## src/rtl/core/bcd_pkg.sv

```systemverilog
package bcd_pkg;

  // Fixed widths of the port fields and of the counters.
  localparam int PIN_W   = 20;
  localparam int LV_W    = 32;
  localparam int CNT_W   = 16;
  localparam int PINIX_W = 5;
  localparam int ADDR_W  = 3;

  // Register indexes on the configuration port.
  typedef enum logic [ADDR_W-1:0] {
    REG_MODE         = 3'd0,
    REG_LONG_PRESS   = 3'd1,
    REG_CLICK_WINDOW = 3'd2,
    REG_RESET_HOLD   = 3'd3,
    REG_IDLE_STOP    = 3'd4,
    REG_FIRST_PIN    = 3'd5,
    REG_SECOND_PIN   = 3'd6,
    REG_RESET_MASK   = 3'd7
  } reg_idx_t;

  // Button operating modes.
  typedef enum logic [1:0] {
    MODE_TOGGLE    = 2'd0,
    MODE_MOMENTARY = 2'd1,
    MODE_MULTI     = 2'd2,
    MODE_OFF       = 2'd3
  } mode_t;

  // Event codes reported per button.
  typedef enum logic [3:0] {
    EV_NONE         = 4'd0,
    EV_TOGGLE       = 4'd1,
    EV_PRESSED      = 4'd2,
    EV_RELEASED     = 4'd3,
    EV_SINGLE       = 4'd4,
    EV_DOUBLE       = 4'd5,
    EV_TRIPLE       = 4'd6,
    EV_LONG_PRESS   = 4'd7,
    EV_LONG_RELEASE = 4'd8
  } evt_t;

  // Click tracking state of one button.
  typedef enum logic [4:0] {
    CS_IDLE   = 5'b00001,
    CS_SINGLE = 5'b00010,
    CS_DOUBLE = 5'b00100,
    CS_TRIPLE = 5'b01000,
    CS_LONG   = 5'b10000
  } click_st_t;

  // What one button lane found on this tick.
  typedef struct packed {
    evt_t ev;
    logic pressed;
    logic blink;
  } lane_res_t;

  // What the reset combination lane found on this tick.
  typedef struct packed {
    logic fire;
    logic pressed;
    logic blink;
  } hold_res_t;

  // One result word as it leaves the block.
  typedef struct packed {
    logic [3:0] first_event;
    logic [3:0] second_event;
    logic       reset_event;
    logic [2:0] blink_request;
    logic       any_pressed;
    logic       stop_scan;
  } word_t;

  // Event code that a finished click count reports.
  function automatic evt_t click_code(input click_st_t cs);
    evt_t ev;
    case (cs)
      CS_SINGLE: ev = EV_SINGLE;
      CS_DOUBLE: ev = EV_DOUBLE;
      CS_TRIPLE: ev = EV_TRIPLE;
      default:   ev = EV_NONE;
    endcase
    return ev;
  endfunction

endpackage

```

## src/rtl/core/bcd_lane.sv

```systemverilog
module bcd_lane import bcd_pkg::*; #(
  parameter int DEBOUNCE_BITS = 4,
  parameter int NUM_PINS      = 20
) (
  input  logic               clk,
  input  logic               rst_n,
  input  logic               step,
  input  logic               clr,
  input  mode_t              mode,
  input  logic [CNT_W-1:0]   long_ticks,
  input  logic [CNT_W-1:0]   window_ticks,
  input  logic [LV_W-1:0]    levels,
  input  logic [PINIX_W-1:0] pin,
  output lane_res_t          res
);

  logic [DEBOUNCE_BITS-1:0] hist_r, hist_nxt;
  logic                     pressed_r, pressed_nxt;
  logic [CNT_W-1:0]         tick_r, tick_nxt;
  click_st_t                cs_r, cs_nxt;

  logic                     up;
  logic [DEBOUNCE_BITS:0]   shifted;
  logic                     all0, all1;
  logic [CNT_W-1:0]         t_inc, t1;
  click_st_t                cs_up;
  evt_t                     ev;

  // A pin beyond the populated range reads as released.
  assign up      = ({1'b0, pin} < 6'(NUM_PINS)) ? levels[pin] : 1'b1;
  assign shifted = {hist_r, up};
  assign t_inc   = (tick_r != '1) ? tick_r + 1'b1 : tick_r;

  // Debounce and per-mode event logic for one tick.
  always_comb begin
    hist_nxt    = shifted[DEBOUNCE_BITS-1:0];
    all0        = (hist_nxt == '0);
    all1        = &hist_nxt;
    pressed_nxt = pressed_r;
    tick_nxt    = tick_r;
    cs_nxt      = cs_r;
    cs_up       = cs_r;
    t1          = '0;
    ev          = EV_NONE;
    case (mode)
      MODE_TOGGLE, MODE_MOMENTARY: begin
        if (all0) begin
          if (!pressed_r) begin
            pressed_nxt = 1'b1;
            ev = (mode == MODE_TOGGLE) ? EV_TOGGLE : EV_PRESSED;
          end
        end else if (all1) begin
          if (pressed_r) begin
            pressed_nxt = 1'b0;
            cs_nxt      = CS_IDLE;
            tick_nxt    = '0;
            if (mode == MODE_MOMENTARY) begin
              ev = EV_RELEASED;
            end
          end
        end
      end
      MODE_MULTI: begin
        if (all0) begin
          // Held: count up, restarting at the press itself.
          pressed_nxt = 1'b1;
          t1          = pressed_r ? t_inc : '0;
          tick_nxt    = t1;
          case (cs_r)
            CS_IDLE: begin
              if (t1 == '0) begin
                cs_nxt = CS_SINGLE;
              end
            end
            CS_SINGLE, CS_DOUBLE, CS_TRIPLE: begin
              if (cs_r == CS_SINGLE && t1 == long_ticks) begin
                cs_nxt = CS_LONG;
                ev     = EV_LONG_PRESS;
              end else begin
                if (t1 == '0) begin
                  if (cs_r == CS_SINGLE) begin
                    cs_up = CS_DOUBLE;
                  end else if (cs_r == CS_DOUBLE) begin
                    cs_up = CS_TRIPLE;
                  end
                end
                cs_nxt = cs_up;
                if (t1 == window_ticks && cs_up != CS_SINGLE) begin
                  ev       = click_code(cs_up);
                  cs_nxt   = CS_IDLE;
                  tick_nxt = '0;
                end
              end
            end
            default: begin
              cs_nxt = cs_r;
            end
          endcase
        end else if (all1) begin
          // Released: count quiet ticks, restarting at the release.
          pressed_nxt = 1'b0;
          t1          = pressed_r ? '0 : t_inc;
          tick_nxt    = t1;
          case (cs_r)
            CS_SINGLE, CS_DOUBLE, CS_TRIPLE: begin
              if (t1 == window_ticks) begin
                ev       = click_code(cs_r);
                cs_nxt   = CS_IDLE;
                tick_nxt = '0;
              end
            end
            CS_LONG: begin
              ev       = EV_LONG_RELEASE;
              cs_nxt   = CS_IDLE;
              tick_nxt = '0;
            end
            default: begin
              cs_nxt = cs_r;
            end
          endcase
        end
      end
      default: begin
        pressed_nxt = pressed_r;
      end
    endcase
  end

  assign res.ev      = ev;
  assign res.pressed = pressed_nxt;
  assign res.blink   = !pressed_r && pressed_nxt;

  // Lane state; a mode write clears the click tracking.
  always_ff @(posedge clk) begin
    if (!rst_n) begin
      hist_r    <= '1;
      pressed_r <= 1'b0;
      tick_r    <= '0;
      cs_r      <= CS_IDLE;
    end else begin
      if (step) begin
        hist_r    <= hist_nxt;
        pressed_r <= pressed_nxt;
        tick_r    <= tick_nxt;
        cs_r      <= cs_nxt;
      end
      if (clr) begin
        tick_r <= '0;
        cs_r   <= CS_IDLE;
      end
    end
  end

endmodule

```

## src/rtl/core/bcd_hold.sv

```systemverilog
module bcd_hold import bcd_pkg::*; #(
  parameter int DEBOUNCE_BITS = 4
) (
  input  logic             clk,
  input  logic             rst_n,
  input  logic             step,
  input  logic [CNT_W-1:0] hold_ticks,
  input  logic [LV_W-1:0]  levels,
  input  logic [LV_W-1:0]  mask,
  output hold_res_t        res
);

  logic [DEBOUNCE_BITS-1:0] hist_r, hist_nxt;
  logic                     pressed_r, pressed_nxt;
  logic [CNT_W-1:0]         tick_r, tick_nxt;

  logic                     up;
  logic [DEBOUNCE_BITS:0]   shifted;
  logic                     all0, all1;
  logic [CNT_W-1:0]         t_inc;

  // Any high pin of the combination means it is released.
  assign up       = |(levels & mask);
  assign shifted  = {hist_r, up};
  assign hist_nxt = shifted[DEBOUNCE_BITS-1:0];
  assign all0     = (hist_nxt == '0);
  assign all1     = &hist_nxt;
  assign t_inc    = (tick_r != '1) ? tick_r + 1'b1 : tick_r;

  // Hold counting: the count is only cleared on release.
  always_comb begin
    pressed_nxt = pressed_r;
    tick_nxt    = tick_r;
    if (all0) begin
      pressed_nxt = 1'b1;
      tick_nxt    = t_inc;
    end else if (all1 && pressed_r) begin
      pressed_nxt = 1'b0;
      tick_nxt    = '0;
    end
  end

  // The event fires only when the count actually steps onto the limit.
  assign res.fire    = all0 && (tick_r != '1) && (t_inc == hold_ticks);
  assign res.pressed = pressed_nxt;
  assign res.blink   = !pressed_r && pressed_nxt;

  always_ff @(posedge clk) begin
    if (!rst_n) begin
      hist_r    <= '1;
      pressed_r <= 1'b0;
      tick_r    <= '0;
    end else if (step) begin
      hist_r    <= hist_nxt;
      pressed_r <= pressed_nxt;
      tick_r    <= tick_nxt;
    end
  end

endmodule

```

## src/rtl/core/bcd_merge.sv

```systemverilog
module bcd_merge import bcd_pkg::*; (
  input  logic             clk,
  input  logic             rst_n,
  input  logic             in_valid,
  output logic             in_ready,
  input  lane_res_t        res0,
  input  lane_res_t        res1,
  input  hold_res_t        hres,
  input  logic [CNT_W-1:0] idle_stop_ticks,
  output logic             out_valid,
  input  logic             out_ready,
  output word_t            out_word
);

  logic [CNT_W-1:0] idle_r, idle_nxt;
  logic [1:0]       cnt_r, cnt_nxt;
  word_t            q0_r, q1_r;
  word_t            word_in;
  logic             push, pop, any, stop;

  assign in_ready  = (cnt_r != 2'd2);
  assign out_valid = (cnt_r != 2'd0);
  assign push      = in_valid && in_ready;
  assign pop       = out_valid && out_ready;
  assign out_word  = q0_r;

  // Combine the lanes and run the idle counter.
  assign any = res0.pressed || res1.pressed || hres.pressed;

  always_comb begin
    idle_nxt = any ? '0 : ((idle_r != '1) ? idle_r + 1'b1 : idle_r);
    stop     = (idle_nxt == idle_stop_ticks);
    if (stop) begin
      idle_nxt = '0;
    end
  end

  always_comb begin
    word_in.first_event   = res0.ev;
    word_in.second_event  = res1.ev;
    word_in.reset_event   = hres.fire;
    word_in.blink_request = {hres.blink, res1.blink, res0.blink};
    word_in.any_pressed   = any;
    word_in.stop_scan     = stop;
  end

  // Two-word output queue, so a word is taken while one waits.
  always_comb begin
    cnt_nxt = cnt_r;
    if (push && !pop) begin
      cnt_nxt = cnt_r + 2'd1;
    end else if (pop && !push) begin
      cnt_nxt = cnt_r - 2'd1;
    end
  end

  always_ff @(posedge clk) begin
    if (pop) begin
      if (cnt_r == 2'd2) begin
        q0_r <= q1_r;
      end else if (push) begin
        q0_r <= word_in;
      end
    end else if (push) begin
      if (cnt_r == 2'd0) begin
        q0_r <= word_in;
      end else begin
        q1_r <= word_in;
      end
    end
  end

  always_ff @(posedge clk) begin
    if (!rst_n) begin
      cnt_r  <= 2'd0;
      idle_r <= '0;
    end else begin
      cnt_r <= cnt_nxt;
      if (push) begin
        idle_r <= idle_nxt;
      end
    end
  end

  a_cnt_bound : assert property (@(posedge clk) disable iff (!rst_n)
    cnt_r != 2'd3) else $error("output queue count out of range");

  a_stop_clears_idle : assert property (@(posedge clk) disable iff (!rst_n)
    push && word_in.stop_scan |=> idle_r == '0)
    else $error("idle count not cleared after stop");

  a_press_clears_idle : assert property (@(posedge clk) disable iff (!rst_n)
    push && word_in.any_pressed |=> idle_r == '0)
    else $error("idle count running while pressed");

  a_reset_needs_press : assert property (@(posedge clk) disable iff (!rst_n)
    push && word_in.reset_event |-> word_in.any_pressed)
    else $error("reset event without a press");

endmodule

```

## src/rtl/core/button_click_detector.sv

```systemverilog
// Channel  | Handshake          | Payload
// input    | in_valid/in_ready  | in_pin_levels (one scan tick)
// result   | out_valid/out_ready| out_first_event .. out_stop_scan
// config   | cfg_we             | cfg_addr, cfg_wdata
//
// One word is taken per cycle; its result is registered in a
// two-word output queue, so in_ready only drops when both queue places are full.
// All lanes and the idle counter update within the accepting cycle.
// Reset (rst_n low, synchronous) loads the register defaults and releases
// all debouncers; no clearing pass is needed.
module button_click_detector import bcd_pkg::*; #(
  parameter int DEBOUNCE_BITS = 4,
  parameter int NUM_BUTTONS   = 2,
  parameter int NUM_PINS      = 20
) (
  input  logic              clk,
  input  logic              rst_n,
  input  logic              in_valid,
  output logic              in_ready,
  input  logic [PIN_W-1:0]  in_pin_levels,
  output logic              out_valid,
  input  logic              out_ready,
  output logic [3:0]        out_first_event,
  output logic [3:0]        out_second_event,
  output logic              out_reset_event,
  output logic [2:0]        out_blink_request,
  output logic              out_any_pressed,
  output logic              out_stop_scan,
  input  logic              cfg_we,
  input  logic [ADDR_W-1:0] cfg_addr,
  input  logic [PIN_W-1:0]  cfg_wdata
);

  localparam logic [LV_W-1:0] PIN_MASK = LV_W'((64'd1 << NUM_PINS) - 64'd1);

  mode_t              mode_r;
  logic [CNT_W-1:0]   long_r, window_r, hold_r, idle_stop_r;
  logic [PINIX_W-1:0] pin0_r, pin1_r;
  logic [PIN_W-1:0]   rmask_r;

  logic               step, clr;
  logic [LV_W-1:0]    levels, mask;
  lane_res_t          res0, res1;
  hold_res_t          hres;
  word_t              word;

  // Configuration registers.
  always_ff @(posedge clk) begin
    if (!rst_n) begin
      mode_r      <= MODE_TOGGLE;
      long_r      <= CNT_W'(50);
      window_r    <= CNT_W'(20);
      hold_r      <= CNT_W'(250);
      idle_stop_r <= CNT_W'(100);
      pin0_r      <= PINIX_W'(0);
      pin1_r      <= PINIX_W'(1);
      rmask_r     <= PIN_W'(3);
    end else if (cfg_we) begin
      case (reg_idx_t'(cfg_addr))
        REG_MODE:         mode_r      <= mode_t'(cfg_wdata[1:0]);
        REG_LONG_PRESS:   long_r      <= cfg_wdata[CNT_W-1:0];
        REG_CLICK_WINDOW: window_r    <= cfg_wdata[CNT_W-1:0];
        REG_RESET_HOLD:   hold_r      <= cfg_wdata[CNT_W-1:0];
        REG_IDLE_STOP:    idle_stop_r <= cfg_wdata[CNT_W-1:0];
        REG_FIRST_PIN:    pin0_r      <= cfg_wdata[PINIX_W-1:0];
        REG_SECOND_PIN:   pin1_r      <= cfg_wdata[PINIX_W-1:0];
        REG_RESET_MASK:   rmask_r     <= cfg_wdata;
        default:          mode_r      <= mode_r;
      endcase
    end
  end

  assign clr    = cfg_we && (reg_idx_t'(cfg_addr) == REG_MODE);
  assign step   = in_valid && in_ready;
  assign levels = {{(LV_W-PIN_W){1'b0}}, in_pin_levels} & PIN_MASK;
  assign mask   = {{(LV_W-PIN_W){1'b0}}, rmask_r} & PIN_MASK;

  // Button lanes side by side.
  bcd_lane #(.DEBOUNCE_BITS(DEBOUNCE_BITS), .NUM_PINS(NUM_PINS)) u_lane0 (
    .clk, .rst_n, .step, .clr, .mode(mode_r), .long_ticks(long_r),
    .window_ticks(window_r), .levels, .pin(pin0_r), .res(res0)
  );

  if (NUM_BUTTONS > 1) begin : g_lane1
    bcd_lane #(.DEBOUNCE_BITS(DEBOUNCE_BITS), .NUM_PINS(NUM_PINS)) u_lane1 (
      .clk, .rst_n, .step, .clr, .mode(mode_r), .long_ticks(long_r),
      .window_ticks(window_r), .levels, .pin(pin1_r), .res(res1)
    );
  end else begin : g_no_lane1
    assign res1 = '{ev: EV_NONE, pressed: 1'b0, blink: 1'b0};
  end

  // Reset combination lane.
  bcd_hold #(.DEBOUNCE_BITS(DEBOUNCE_BITS)) u_hold (
    .clk, .rst_n, .step, .hold_ticks(hold_r), .levels, .mask, .res(hres)
  );

  // Merge the lanes into one result word.
  bcd_merge u_merge (
    .clk, .rst_n, .in_valid, .in_ready, .res0, .res1, .hres,
    .idle_stop_ticks(idle_stop_r), .out_valid, .out_ready, .out_word(word)
  );

  assign out_first_event   = word.first_event;
  assign out_second_event  = word.second_event;
  assign out_reset_event   = word.reset_event;
  assign out_blink_request = word.blink_request;
  assign out_any_pressed   = word.any_pressed;
  assign out_stop_scan     = word.stop_scan;

endmodule
```

## config.mk

```make
export PLATFORM = sky130hd
export DESIGN_NAME = button_click_detector
export DESIGN_NICKNAME = d
export VERILOG_FILES = /design/src/rtl/core/bcd_pkg.sv /design/src/rtl/core/bcd_lane.sv /design/src/rtl/core/bcd_hold.sv /design/src/rtl/core/bcd_merge.sv /design/src/rtl/core/button_click_detector.sv
export SDC_FILE = /design/constraint.sdc
export NUM_CORES = 1
export LEC_CHECK = 0
export BUFFER_PORTS_ARGS = -buffer_cell sky130_fd_sc_hd__buf_2
export CAP_MARGIN = 20
export CORE_ASPECT_RATIO = 1.75
export CORE_MARGIN = 2
export CORE_UTILIZATION = 57
export DETAILED_ROUTE_END_ITERATION = 6
export PLACE_DENSITY = 0.8
export SYNTH_ARGS = -nofsm -noshare
export SYNTH_HDL_FRONTEND = slang
export SYNTH_SLANG_ARGS = --single-unit
```

## constraint.sdc

```tcl
create_clock -name clk -period 4.3 [get_ports clk]
set_input_delay 0.43 -clock clk [delete_from_list [all_inputs] [get_ports clk]]
set_output_delay 0.43 -clock clk [all_outputs]
set_load 0.05 [all_outputs]
```

==> flow_summary.json <==
{
  "die_area_mm2": 0.0267,
  "endpoint_kind": "flip-flop",
  "grt_max_degree": 104,
  "hold-path-cell-count": 3,
  "viasPerCell": 6.59,
  "ant_nets": 0,
  "synthArstFlopShare": 0,
  "switching_share": 0.288,
  "power_frac_seq": 0.444,
  "worst-path-buf-inv": 2,
  "critPathSlowestCell": "or4b_4",
  "antenna_found_initial": 1,
  "period_share": 0.987,
  "initial_core_util": 0.577,
  "cts_buffers": 22,
  "rsz0062_at_grt": "no",
  "outcome": "finished clean",
  "coreArea_mm2": 0.0250,
  "setup_viol": 0,
  "worstSetupPathType": "flip-flop to flip-flop",
  "netlist-cell-type-count": 92,
  "synth-edff-count": 28,
  "max_cap_violations": 0,
  "grt_overflow": 0,
  "drc": 0,
  "synth-main-ff-cell": "dfxtp_1",
  "r2r-end": "g_lane1.u_lane1.tick_r[10]$_SDFFE_PP0P_",
  "fp-row-count": 77,
  "worstHoldStart": "cfg_wdata[17]",
  "synth_top_area_frac": 0.255,
  "cp.arrival_ns": 4.66,
  "firstDrtPassIters": 6,
  "worstSetupStartpoint": "g_lane1.u_lane1.tick_r[6]$_SDFFE_PP0P_",
  "drtIter0Drc": 1309,
  "drive_gt1_frac": 0.181,
  "layout.nets": 2037,
  "grt_pass1_vias": 14700,
  "area_growth_pct": 16.8,
  "finalMaxSlewViolations": 0,
  "seq_area_frac_synth": 0.313,
  "synth_seq_cells": 212,
  "via_count": 15300,
  "hold_ws_ns": 0.148,
  "maxSlewHeadroom": 0.292,
  "switching_power_mw": 1.43,
  "cts_tree": "yes",
  "synthCells": 1855,
  "die_w_um": 124,
  "grt_pass1_wl_um": 79600,
  "finalCriticalPeriod_ns": 4.24,
  "diodes": 0,
  "synth_area_mm2": 0.0144,
  "syn_area_per_cell_um2": 7.79,
  "p_clk_frac": 0.402,
  "skew_ns": 0.0132,
  "hold_path_end": "rmask_r[17]$_SDFFE_PN0P_",
  "power_per_cell_area_mw_per_mm2": 294,
  "portBuffers": 63,
  "routedWlPerCell_um": 22.3,
  "worst_pin_slew_ns": 1.06,
  "p_int_mw": 3.53,
  "crit_fanout": 7,
  "dpl-instance-area_mm2": 0.0159,
  "insertion_delay_ns": 0.53,
  "cpLargestDelayFamily": "simple AND/OR/NAND/NOR gates",
  "hp-class": "input port to flip-flop",
  "cts_num_sinks": 212,
  "fill_cells": 2114,
  "vdd_drop_max_uv": 338,
  "hold_buffers": 0,
  "comb_power_share": 0.154,
  "dieHeight_um": 215,
  "reg2regPathDepth": 13,
  "place.gp.congestion": 1.10,
  "wl_um": 51600,
  "cts_max_level": 1,
  "crit_chain": "nand4_1 -> buf_6 -> nor3_4 -> mux2i_2 -> nand4_1 -> or4b_4 -> a211o_1 -> or4_4 -> or3_4 -> a211o_4 -> buf_4 -> a41oi_1 -> nor2_1",
  "cellLeakagePower_nw": 6.19,
  "finalHoldViolCount": 0,
  "start_kind": "flip-flop",
  "critPathRequiredTime_ns": 4.71,
  "cpPeakStageDelay_ns": 0.60,
  "max_freq_mhz": 236,
  "synth_fp_nets": 1908,
  "synth.largest_area_cell": "dfxtp_1",
  "num_io_pins": 64,
  "clk_pin_slew_ns": 0.07,
  "cts-root-buf": "clkbuf_16",
  "synth.area.top_cells": "dfxtp_1 (26%), nand2_1 (8.6%), edfxtp_1 (5.8%)",
  "clock_path_buffers": 3,
  "grtUsageTotal": 0.375,
  "reg2reg_setup_slack_ns": 0.06,
  "dp_hpwl_um": 38700,
  "cp_common_cell": "nand4_1",
  "yosys_warnings": 0,
  "regToRegStartpoint": "g_lane1.u_lane1.tick_r[6]$_SDFFE_PP0P_",
  "final_area_mm2": 0.0169
}
[registers in the layout (all words and copies together), names as in the netlist, 14 cells and up]
name,cells
u_hold.tick_r,16
rmask_r,20
window_r,16
idle_stop_r,16
long_r,16
u_merge.out_word,14
u_lane0.tick_r,16
g_lane1.u_lane1.tick_r,16
hold_r,16
u_merge.q1_r,14
u_merge.idle_r,16
[routing by layer]
| metal | wire, um | track usage | vias up |
|---|---|---|---|
| li1 | - | - | 7071 |
| met1 | 17000 | 0.369 | 7200 |
| met2 | 25900 | 0.679 | 699 |
| met3 | 3230 | 0.0566 | 291 |
| met4 | 5510 | 0.318 | 0 |
| met5 | 0 | 0 | - |
[worst max-delay path by stage]
| stage | endpoint | slack, ns | cells past startpoint |
|---|---|---|---|
| after detailed placement | u_merge.out_word[8]$_DFFE_PP_ | -0.35 | 13 |
| after global placement | u_merge.out_word[8]$_DFFE_PP_ | -0.32 | 13 |
| final | g_lane1.u_lane1.tick_r[10]$_SDFFE_PP0P_ | 0.06 | 13 |
| after CTS | g_lane1.u_lane1.tick_r[3]$_SDFFE_PP0P_ | 0.005 | 13 |
| after floorplan | g_lane1.u_lane1.tick_r[3]$_SDFFE_PP0P_ | 0.007 | 16 |
| after global routing | g_lane1.u_lane1.tick_r[3]$_SDFFE_PP0P_ | 0.01 | 16 |
[final cells by class]
type | instances | area, um2 | area share
clock buffers | 33 | 688 | 0.0408
clock inverters | 6 | 63.8 | 0.00378
inverters | 28 | 105 | 0.00623
multi-input cells | 1484 | 9420 | 0.559
flip-flops and latches | 212 | 4540 | 0.269
well taps | 316 | 395 | 0.0234
repair buffers | 236 | 1660 | 0.0982
[power groups by stage]
| stage | clock network (mW) | logic [mW] | registers, mW |
|---|---|---|---|
| floorplan | 0 | 0.408 | 2.32 |
| global placement | 0 | 0.722 | 2.23 |
| detailed placement | 0 | 0.745 | 2.24 |
| CTS | 2.01 | 0.753 | 2.20 |
| global route | 2.09 | 0.809 | 2.21 |
| finish | 2.00 | 0.764 | 2.20 |
[layout by cell type, fill, tap and decap left out, types with 10 or more instances in the layout]
cell / count
inv_1: 27
or4_1: 12
nor3_1: 52
o21ai_0: 76
or3_1: 29
nand2b_1: 25
mux4_2: 12
edfxtp_1: 28
o211ai_1: 18
a21boi_0: 85
nand3_1: 92
nor4_1: 30
a22oi_1: 10
nor2_1: 105
o41ai_1: 11
nand2_1: 332
a211o_1: 10
a21oi_1: 46
a211oi_1: 13
or2_2: 11
a31oi_1: 19
clkbuf_16: 24
buf_2: 62
and3_1: 30
o31ai_1: 13
mux2i_1: 35
mux2_2: 16
and2_1: 30
nand4_1: 39
buf_4: 168
nor2b_1: 36
dfxtp_1: 175
xnor2_1: 58
xor2_1: 22
[kinds of logic after synthesis]
logic type,share of synthesized area
mux,0.0597
compound gates,0.218
buf+inv,0.0440
simple gates,0.309
xor+xnor,0.0516
flops,0.313
fa+ha+maj,0.00433
[synth_stat cells (11+ instances only)]
master	count
nand2_1	332
dfxtp_1	184
clkbuf_1	105
nor2_1	105
nand3_1	92
a21boi_0	86
o21ai_0	78
xnor2_1	58
nor3_1	54
a21oi_1	46
mux2i_1	40
nand4_1	39
nor2b_1	36
and3_1	31
nor4_1	31
and2_1	30
or3_1	30
edfxtp_1	28
inv_1	27
nand2b_1	25
xor2_1	22
a31oi_1	20
o211ai_1	18
mux2_2	16
a211oi_1	15
o31ai_1	13
or4_1	13
buf_2	12
mux4_2	12
or2_2	12
a211o_1	11
o41ai_1	11
[metrics by stage]
stage	std cells	utilization	power, mW	TNS [ns]	worst slack (ns)
3_5_place_dp	2268	0.635	2.99	-4.11	-0.355
4_1_cts	2310	0.668	4.97	0	0.00550
6_report	2315	0.673	4.96	0	0.0553
5_1_grt	2315	0.673	5.11	0	0.0108
3_3_place_gp	2268	0.635	2.95	-3.61	-0.317
2_1_floorplan	1855	-	2.72	0	0.00726
[worst register-to-register path: stages (launching register included)]
cell and delay [ns]:
dfxtp_2 0.34, nand4_1 0.27, buf_6 0.25, nor3_4 0.21
mux2i_2 0.25, nand4_1 0.20, or4b_4 0.60, a211o_1 0.28
or4_4 0.43, or3_4 0.44, a211o_4 0.41, buf_4 0.18
a41oi_1 0.22, nor2_1 0.06
[repair_timing]
| item | in CTS | in global routing |
|---|---|---|
| pin swaps | 5 | 6 |
| buffers inserted | 3 | 5 |
| gates resized for setup | 15 | 25 |
| endpoints found under the setup margin | 22 | 28 |
Power figures use the tool's default switching activity.
